## src/hdl/pht_pkg.sv

```systemverilog
// Shared types, constants and the list action function of the page hotness tracker.
`timescale 1ns / 1ps
`default_nettype none

package pht_pkg;

  localparam int NUM_PAGES  = 4096;
  localparam int COUNT_BITS = 16;
  localparam int EPOCH_BITS = 32;
  localparam int PAGE_BITS  = $clog2(NUM_PAGES);
  localparam int SHIFT_BITS = $clog2(COUNT_BITS);
  localparam int TIME_BITS  = 64;
  localparam int IP_BITS    = 64;
  localparam int THR_BITS   = 16;
  localparam int COOL_BITS  = 32;
  localparam int INDEX_BITS = 12;

  localparam logic [COUNT_BITS-1:0] COUNT_MAX = {COUNT_BITS{1'b1}};

  // One page entry as it lies in the page store.
  typedef struct packed {
    logic [COUNT_BITS-1:0] count;
    logic [EPOCH_BITS-1:0] epoch;
    logic [TIME_BITS-1:0]  newest_time;
    logic [IP_BITS-1:0]    newest_ip;
  } entry_t;

  localparam int ENTRY_BITS = $bits(entry_t);

  typedef enum logic [2:0] {
    ACT_NONE        = 3'd0,
    ACT_ENQ_HOT     = 3'd1,
    ACT_COLD_TO_HOT = 3'd2,
    ACT_ENQ_COLD    = 3'd3,
    ACT_HOT_TO_COLD = 3'd4,
    ACT_FREE_SKIP   = 3'd5
  } action_e;

  typedef enum logic [1:0] {
    LIST_NONE = 2'd0,
    LIST_HOT  = 2'd1,
    LIST_COLD = 2'd2,
    LIST_ODD  = 2'd3
  } list_e;

  // Register indexes of the configuration port.
  typedef enum logic {
    REG_HOT_LEVEL     = 1'b0,
    REG_COOL_INTERVAL = 1'b1
  } reg_e;

  // Commands from the controller to the datapath.
  typedef struct packed {
    logic                 load_item;
    logic                 rd_en;
    logic                 commit;
    logic                 clr_en;
    logic [PAGE_BITS-1:0] clr_addr;
  } cmd_t;

  // Status from the datapath to the controller.
  typedef struct packed {
    logic out_free;
  } sts_t;

  function automatic action_e pick_action(input logic hot, input logic free_bit,
                                          input logic fast, input logic [1:0] list_code);
    action_e act;
    list_e   lst;
    act = ACT_NONE;
    lst = list_e'(list_code);
    if (lst == LIST_ODD) begin
      lst = LIST_NONE;
    end
    if (free_bit) begin
      act = ACT_FREE_SKIP;
    end else if (hot) begin
      if (lst != LIST_HOT && !fast) begin
        act = (lst == LIST_COLD) ? ACT_COLD_TO_HOT : ACT_ENQ_HOT;
      end
    end else begin
      if (lst != LIST_COLD && fast) begin
        act = (lst == LIST_HOT) ? ACT_HOT_TO_COLD : ACT_ENQ_COLD;
      end
    end
    return act;
  endfunction

endpackage

`default_nettype wire

```

## src/hdl/pht_ctrl.sv

```systemverilog
// Controller state machine: clearing sweep, sample accept, store read and commit.
`timescale 1ns / 1ps
`default_nettype none

module pht_ctrl (
  input  wire logic         clk_i,
  input  wire logic         rst_ni,
  input  wire logic         in_valid_i,
  output logic              in_stall_o,
  input  wire pht_pkg::sts_t sts_i,
  output pht_pkg::cmd_t     cmd_o
);

  typedef enum logic [3:0] {
    ST_CLEAR = 4'b0001,
    ST_IDLE  = 4'b0010,
    ST_READ  = 4'b0100,
    ST_CALC  = 4'b1000
  } state_e;

  localparam logic [pht_pkg::PAGE_BITS-1:0] LAST_PAGE =
    pht_pkg::PAGE_BITS'(pht_pkg::NUM_PAGES - 1);

  state_e                        state_q, state_d;
  logic [pht_pkg::PAGE_BITS-1:0] clr_cnt_q, clr_cnt_d;

  always_comb begin
    state_d        = state_q;
    clr_cnt_d      = clr_cnt_q;
    in_stall_o     = 1'b1;
    cmd_o          = '0;
    cmd_o.clr_addr = clr_cnt_q;
    unique case (state_q)
      ST_CLEAR: begin
        cmd_o.clr_en = 1'b1;
        clr_cnt_d    = clr_cnt_q + 1'b1;
        if (clr_cnt_q == LAST_PAGE) begin
          state_d = ST_IDLE;
        end
      end
      ST_IDLE: begin
        in_stall_o = 1'b0;
        if (in_valid_i) begin
          cmd_o.load_item = 1'b1;
          state_d         = ST_READ;
        end
      end
      ST_READ: begin
        cmd_o.rd_en = 1'b1;
        state_d     = ST_CALC;
      end
      ST_CALC: begin
        if (sts_i.out_free) begin
          cmd_o.commit = 1'b1;
          state_d      = ST_IDLE;
        end
      end
      default: begin
        state_d = ST_CLEAR;
      end
    endcase
  end

  always_ff @(posedge clk_i or negedge rst_ni) begin
    if (!rst_ni) begin
      state_q   <= ST_CLEAR;
      clr_cnt_q <= '0;
    end else begin
      state_q   <= state_d;
      clr_cnt_q <= clr_cnt_d;
    end
  end

endmodule

`default_nettype wire

```

## config.mk

```make
export PLATFORM = sky130hd
export DESIGN_NAME = pht_ctrl
export DESIGN_NICKNAME = d
export VERILOG_FILES = /design/src/hdl/pht_pkg.sv /design/src/hdl/pht_ctrl.sv
export SDC_FILE = /design/constraint.sdc
export NUM_CORES = 1
export LEC_CHECK = 0
export ABC_AREA = 1
export BUFFER_PORTS_ARGS = -buffer_cell sky130_fd_sc_hd__buf_2
export CORE_MARGIN = 4
export CORE_UTILIZATION = 52
export DETAILED_ROUTE_END_ITERATION = 12
export PLACE_DENSITY = 0.86
export SKIP_CTS_REPAIR_TIMING = 1
export SLEW_MARGIN = 40
export SYNTH_ARGS = -nofsm -noshare
export SYNTH_HDL_FRONTEND = slang
export SYNTH_SLANG_ARGS = --single-unit
```

## constraint.sdc

```tcl
create_clock -name clk_i -period 1.6 [get_ports clk_i]
set_input_delay 0.32 -clock clk_i [delete_from_list [all_inputs] [get_ports clk_i]]
set_output_delay 0.32 -clock clk_i [all_outputs]
set_load 0.005 [all_outputs]
```

Word-level counts from Yosys, hierarchy flattened

Cells that the tools add are included.

Register bits: 16
Input port bits: 4
Logic and storage cells: 23
Output and inout port bits: 17

Reduce and logical (&&, ||, !) cells: 1
Add/subtract/negate cells: 1
Multiplexer cells: 11
Equality and inequality tests: 8

Operators by type and width:

| kind                                                 | number |
|---|---|
| one-hot mux 4 bit (4 select lines)                   | 1 |
| adder 12 x 1 -> 12 bit (second input constant)       | 1 |
| equality test 12 bit (second input constant)         | 1 |
| two-way mux 4 bit                                    | 3 |
| two-way mux 1 bit                                    | 7 |
| inequality test 2 bit (second input constant)        | 3 |
| equality test 4 x 1 -> 1 bit (second input constant) | 1 |
| equality test 4 x 2 -> 1 bit (second input constant) | 1 |
| equality test 4 x 3 -> 1 bit (second input constant) | 1 |
| equality test 4 bit (second input constant)          | 1 |
| AND reduction 3 bit                                  | 1 |

Longest topological paths before layout

Gate-level depths: netlist (run 1).

Depth in word-level cells: 3
Mapped depth: 9
Gate-level depth less buffers: 9

Worst setup path before layout (run 1)

Ideal clock, no wire load.

Path kind: flip-flop to flip-flop
Start: register state_q[0]
End: register clr_cnt_q[8] in the netlist's numbering
Arrival: 1.109 ns
Setup time: 0.126 ns
Required time: 1.474 ns
Clock period less this slack: 1.235 ns
Stages on the path, launching flop included: 7
Path buffers: 0
Slack: 0.365 ns
Cells stage by stage: dfstp_2 -> inv_1 -> nor2_4 -> nand2_8 -> inv_6 -> nand3_2 -> xnor2_2

Word-level cells in the longest chain between the ends: 1

Ends and longest elaborated chain:

| item                         | line           | RTL |
|---|---|---|
| start: declaration           | pht_ctrl.sv:24 | `state_e state_q, state_d;` |
| start signal: assignment     | pht_ctrl.sv:69 | `state_q <= state_d;` |
| equality test 4 x 1 -> 1 bit | pht_ctrl.sv:33 | `unique case (state_q)` |
| end signal: assignment       | pht_ctrl.sv:70 | `clr_cnt_q <= clr_cnt_d;` |
| end: declaration             | pht_ctrl.sv:25 | `logic [pht_pkg::PAGE_BITS-1:0] clr_cnt_q, clr_cnt_d;` |

Every way passes these cells.
A chain may end at the register's enable or synchronous reset.

==> results of run 1 <==
## cell type report
| cell class | instances | area, um^2 |
|---|---|---|
| multi-input cells | 85 | 450 |
| repair buffers | 28 | 169 |
| flip-flops and latches | 16 | 403 |
| fillers | 117 | 434 |
| well taps | 24 | 30.0 |
| clock buffers | 4 | 36.3 |
| inverters | 17 | 71.3 |
## report_power, final
part,internal [mW],leakage [nW],switching [mW]
clock,0.139,0.0210,0.126
sequential,0.519,0.207,0.122
combinational,0.380,0.393,0.446
total,1.04,0.621,0.694
## tightest hold or removal path: cells and delay by family
family | cells | cell delay [ns]
buffers and inverters | 2 | 0.17
and+or+nand+nor | 1 | 0.06
## through the flow
stage | instances | TNS, ns | hold WS, ns
2_1_floorplan | 118 | 0 | 0.0244
3_3_place_gp | 162 | 0 | 0.244
3_5_place_dp | 162 | 0 | 0.248
4_1_cts | 166 | -0.190 | -0.0755
5_1_grt | 174 | -0.185 | 0.315
6_report | 174 | -0.0262 | 0.293
## per-layer routing
metal / wire, um / vias up / global-route usage (%)
met5: 0 / - / 0
met4: 14 / 0 / 10.6
met3: 164 / 2 / 4.22
met2: 878 / 34 / 23.0
met1: 914 / 389 / 22.0
li1: - / 431 / -
## kinds of logic after synthesis
| family | count (synthesis) | share of synthesized area (%) |
|---|---|---|
| AOI/OAI and AO/OA | 2 | 1.09 |
| xor gates and xnor gates | 6 | 6.54 |
| adders and majority gates | 1 | 1.36 |
| buffers and inverters | 17 | 7.49 |
| DFF | 16 | 43.7 |
| and+or+nand+nor | 76 | 39.8 |
## path summary, 6_finish.rpt
| path | from | endpoint | slack [ns] | depth (start not counted) |
|---|---|---|---|---|
| max in group asynchronous | rst_ni | state_q[0] | 0.85 | 2 |
| min | in_valid_i | state_q[2] | 0.29 | 3 |
| max reg2reg | state_q[0] | clr_cnt_q[8] | 0.17 | 7 |
| max | state_q[0] | cmd_o[12] | -0.03 | 5 |
| min in group asynchronous | rst_ni | clr_cnt_q[5] | 0.45 | 2 |
| min reg2reg | clr_cnt_q[5] | clr_cnt_q[5] | 0.53 | 1 |
## flip-flops by register name, indices dropped and copies added (netlist names)
| register | flops |
|---|---|
| state_q | 4 |
| clr_cnt_q | 12 |
## cells in the final DEF, fill, tap and decap left out
cell and n:
nor2_2 3, xnor2_1 2, inv_8 1, clkbuf_4 3
dfrtp_2 1, xor2_1 3, dfrtp_1 14, nand4_1 4
o21ai_1 1, buf_6 1, nor2_4 3, a21oi_1 1
xnor2_2 1, dfstp_2 1, nand2_1 40, ha_1 1
nand4_2 1, dlygate4sd3_1 1, buf_2 19, nand2_8 1
nand3_1 8, nand3_2 1, buf_4 7, clkbuf_8 1
inv_1 14, nor2_1 14, inv_2 2, nor3_1 1
==> run metrics, run 1 <==
initial antenna violation count 0; initial core utilization 57.6%; CTS tree built; Worst path max stage delay roughly 0.56 ns; CTS Root Cell clkbuf_4; share of cells above drive strength 1 just over 30%; DP Wirelength ~1400 um; Fin. Hold Viols 0; top-count cell post-synth nand2_1; Seq/Total Area, Yosys between 40% and 50%; Core Box Area approximately 1600 um^2; final worst slack -0.0262 ns; CTS HTree Levels 1; worst min-delay path class input pin to register; DP Area ~1000 um^2; clk_lat worst skew around 0.29 ns; Antenna Violating Nets Remaining 0; crit end category primary output; Pwr Total between 1.5 and 2 mW; crit-path max FO 5; die span in y roughly 50 um; Placement Setup Slack 0.213 ns; Die X 50.0 um; CP Data Required Time between 1 and 1.5 ns; drt initial violations 20; Post-Synthesis Cells 118; critical path class register to primary output; outcome finished, violations left; # IOs 21; pin count of the biggest net entering global routing 17; number of core rows 14; drt total wl between 1500 and 2000 um; Synth Cell Area between 900 and 1000 um^2; drt via density about 4.9; skew final ~0.0072 ns; Area Overhead vs Synth 26.3%; MaxCap Viol Count 0; Post-synth top cells 40 x nand2_1, 15 x dfrtp_1, 15 x inv_1, 15 x nor2_1, 8 x nand3_1; cell taking the most area after synthesis dfrtp_1; clock sink count 16; share of the synthesized area in the top cell type a little over 40%; Die ar. about 2500 um^2; Netlist cell types 21; Top Family by Delay on Critical Path flip-flops; Worst Max-Slew Pin Slew around 0.35 ns; synth top area cells dfrtp_1 41%, nand2_1 16%, inv_1 6.1%, nor2_1 6.1%, nand3_1 4.4%; Tmin final between 1.5 and 2 ns; Ys Warns 0; failing checks setup timing; Buf/Inv on CP 3; worst vdd ir a little over 1000 uV; Slew Viols, Final 0; ant diodes 0; number of global-route vias before repair ~740; Final Setup Violations 1; post-route cell area 1160 um^2; ys flop type dfrtp_1; Nets about 160; Worst-path clk slew roughly 0.090 ns; DR vias around 860; CP max stage cell dfstp_2; first-pass GRT wire length between 3000 and 4000 um; achievable clock frequency 615 MHz; FF+latch count, synth 16; Leakage 0.621 nW; pwr dens between 1000 and 1500 nW/um^2; Final Cycle Share 102%; wire per inst around 11 um; post-synthesis async set-or-reset flop share 100%; final core occ between 70 and 80%; DR DRC count 0; CP Cell Sequence inv_2 -> nor2_4 -> nand2_8 -> inv_8 -> buf_6; TritonCTS Buffers 3; RSZ-0062 raised after global routing true; startpoint types register; syn avg cell area 7.78 um^2; CTS Buffer Depth 2; Arr. time, crit path 1.31 ns; first drt pass iteration count 4; Post-synth EDFFs 0; Port-buffer cells 20; Remaining Overflow, GRT 0; Slew HR roughly 77%; GPL Wtd Cong 0.848; syn nets 123; GRT Total Usage roughly 16%
Note: power is estimated with default switching activity, not from simulation.
==> inputs of run 2 (changes only) <==
SETUP_SLACK_MARGIN = 0.3   (was not set)
==> run metrics, run 2 (same netlist as run 1, synthesis figures left out) <==
outcome finished, violations left; failing checks setup timing; final worst slack -0.0676 ns (-0.0413 ns); number of global-route vias before repair 742 (unchanged); Leakage 0.630 nW (+1.4%); Largest register FFs 12 (unchanged); Tmin final 1.67 ns (+0.0413 ns); drt via density 5.00 (+1.6%); drt total wl 2200 um (+12%); Slew HR 76.3% (-0.25 points); ant diodes 0 (unchanged); hold depth 3 (unchanged); DR DRC count 0 (unchanged); top flop regs clr_cnt_q (12), state_q (4); initial antenna violation count 0 (unchanged); Port-buffer cells 20 (unchanged); CP Data Required Time 1.28 ns (about the same); crit end category primary output; crit-path max FO 5 (unchanged); DR vias 875 (+2.2%); Die ar. 2500 um^2 (unchanged); Area Overhead vs Synth 31.9%; final core occ 76.0% (+3.2 points); Fin. Hold Viols 0 (unchanged); Core Box Area 1590 um^2 (unchanged); final setup TNS -0.0676 ns (-0.0413 ns); worst reg2reg path depth 8 (+1); Slew Viols, Final 0 (unchanged); CTS Buffer Depth 2 (unchanged); Final Setup Violations 1 (unchanged); critical path class register to primary output; GPL Wtd Cong 0.848 (unchanged); share of cells above drive strength 1 33.8% (+3.1 points); initial core utilization 57.6% (unchanged); wire per inst 12.6 um (+11%); TritonCTS Buffers 3 (unchanged); RSZ-0062 raised after global routing true; clk_lat worst skew 0.30 ns (about the same); pin count of the biggest net entering global routing 17 (unchanged); Placement Setup Slack 0.213 ns (unchanged); most frequent cells in the layout 39 x nand2_1, 19 x buf_2, 14 x inv_1, 14 x dfrtp_1, 13 x nor2_1; number of core rows 14 (unchanged); CTS tree built; skew final 0.00854 ns (+0.00130 ns); die span in y 50.0 um (unchanged); Nets 157 (+0.64%); Arr. time, crit path 1.35 ns (+0.04 ns); # IOs 21 (unchanged); Worst-path clk slew 0.10 ns (about the same); startpoint types register; most common cell after layout, fill and taps aside nand2_1; worst min-delay path class input pin to register; Antenna Violating Nets Remaining 0 (unchanged); DP Wirelength 1420 um (unchanged); first drt pass iteration count 4 (unchanged); clock sink count 16 (unchanged); worst vdd ir 1040 uV (+2.1%); CTS Root Cell clkbuf_4; Top reg by flops clr_cnt_q; Final Cycle Share 104% (+2.6 points); Worst Max-Slew Pin Slew 0.355 ns (+0.00382 ns); MaxCap Viol Count 0 (unchanged); pwr dens 1540 nW/um^2 (+3.2%); CTS HTree Levels 1 (unchanged); Die X 50.0 um (unchanged); drt initial violations 33 (+65%); Remaining Overflow, GRT 0 (unchanged); GRT Total Usage 16.4% (unchanged); first-pass GRT wire length 3130 um (unchanged); achievable clock frequency 600 MHz (-2.5%)
## run 2: worst paths after layout
path | startpoint | slack (ns) | end
max | state_q[0] | -0.07 | cmd_o[12]
min | in_valid_i | 0.29 | state_q[2]
max reg2reg | state_q[0] | 0.15 | clr_cnt_q[6]
min reg2reg | clr_cnt_q[5] | 0.53 | clr_cnt_q[5]
max in group asynchronous | rst_ni | 0.85 | state_q[0]
min in group asynchronous | rst_ni | 0.45 | clr_cnt_q[5]
## run 2: through the flow
stage / instances / power, mW / hold slack, ns / cell area, um^2
final: 175 / 1.86 / 0.291 / 1210
after global routing: 175 / 2.00 / 0.315 / 1210
after CTS: 166 / 1.55 / -0.0755 / 1080
after detailed placement: 162 / 1.29 / 0.248 / 1050
after global placement: 162 / 1.26 / 0.244 / 1050
after floorplan: 118 / 1.08 / 0.0244 / 918
## run 2: metal layers
metal  global-route usage (%)  share of wire [%]  vias up
li1                         -                  -      428
met1                     22.0                 43      401
met2                     23.0                 46       37
met3                     4.22                7.9        9
met4                     10.6                2.6        0
met5                        0                  0        -
## run 2: worst max-delay path, stage by stage (launching register included)
cell and delay (ns):
dfstp_2 0.57, inv_2 0.06, nor2_4 0.19, nand2_8 0.09, inv_8 0.06, buf_6 0.08
## run 2: area by class of cell
type	instances	area [um^2]
clock buffer	4	36.3
multi-input combinational	85	494
tap	24	30.0
fill	106	383
timing repair buffer	29	176
sequential	16	403
inverter	17	71.3
## run 2: report_power, final
group / switching (mW) / internal (mW)
clock: 0.131 / 0.139
sequential: 0.120 / 0.519
combinational: 0.538 / 0.417
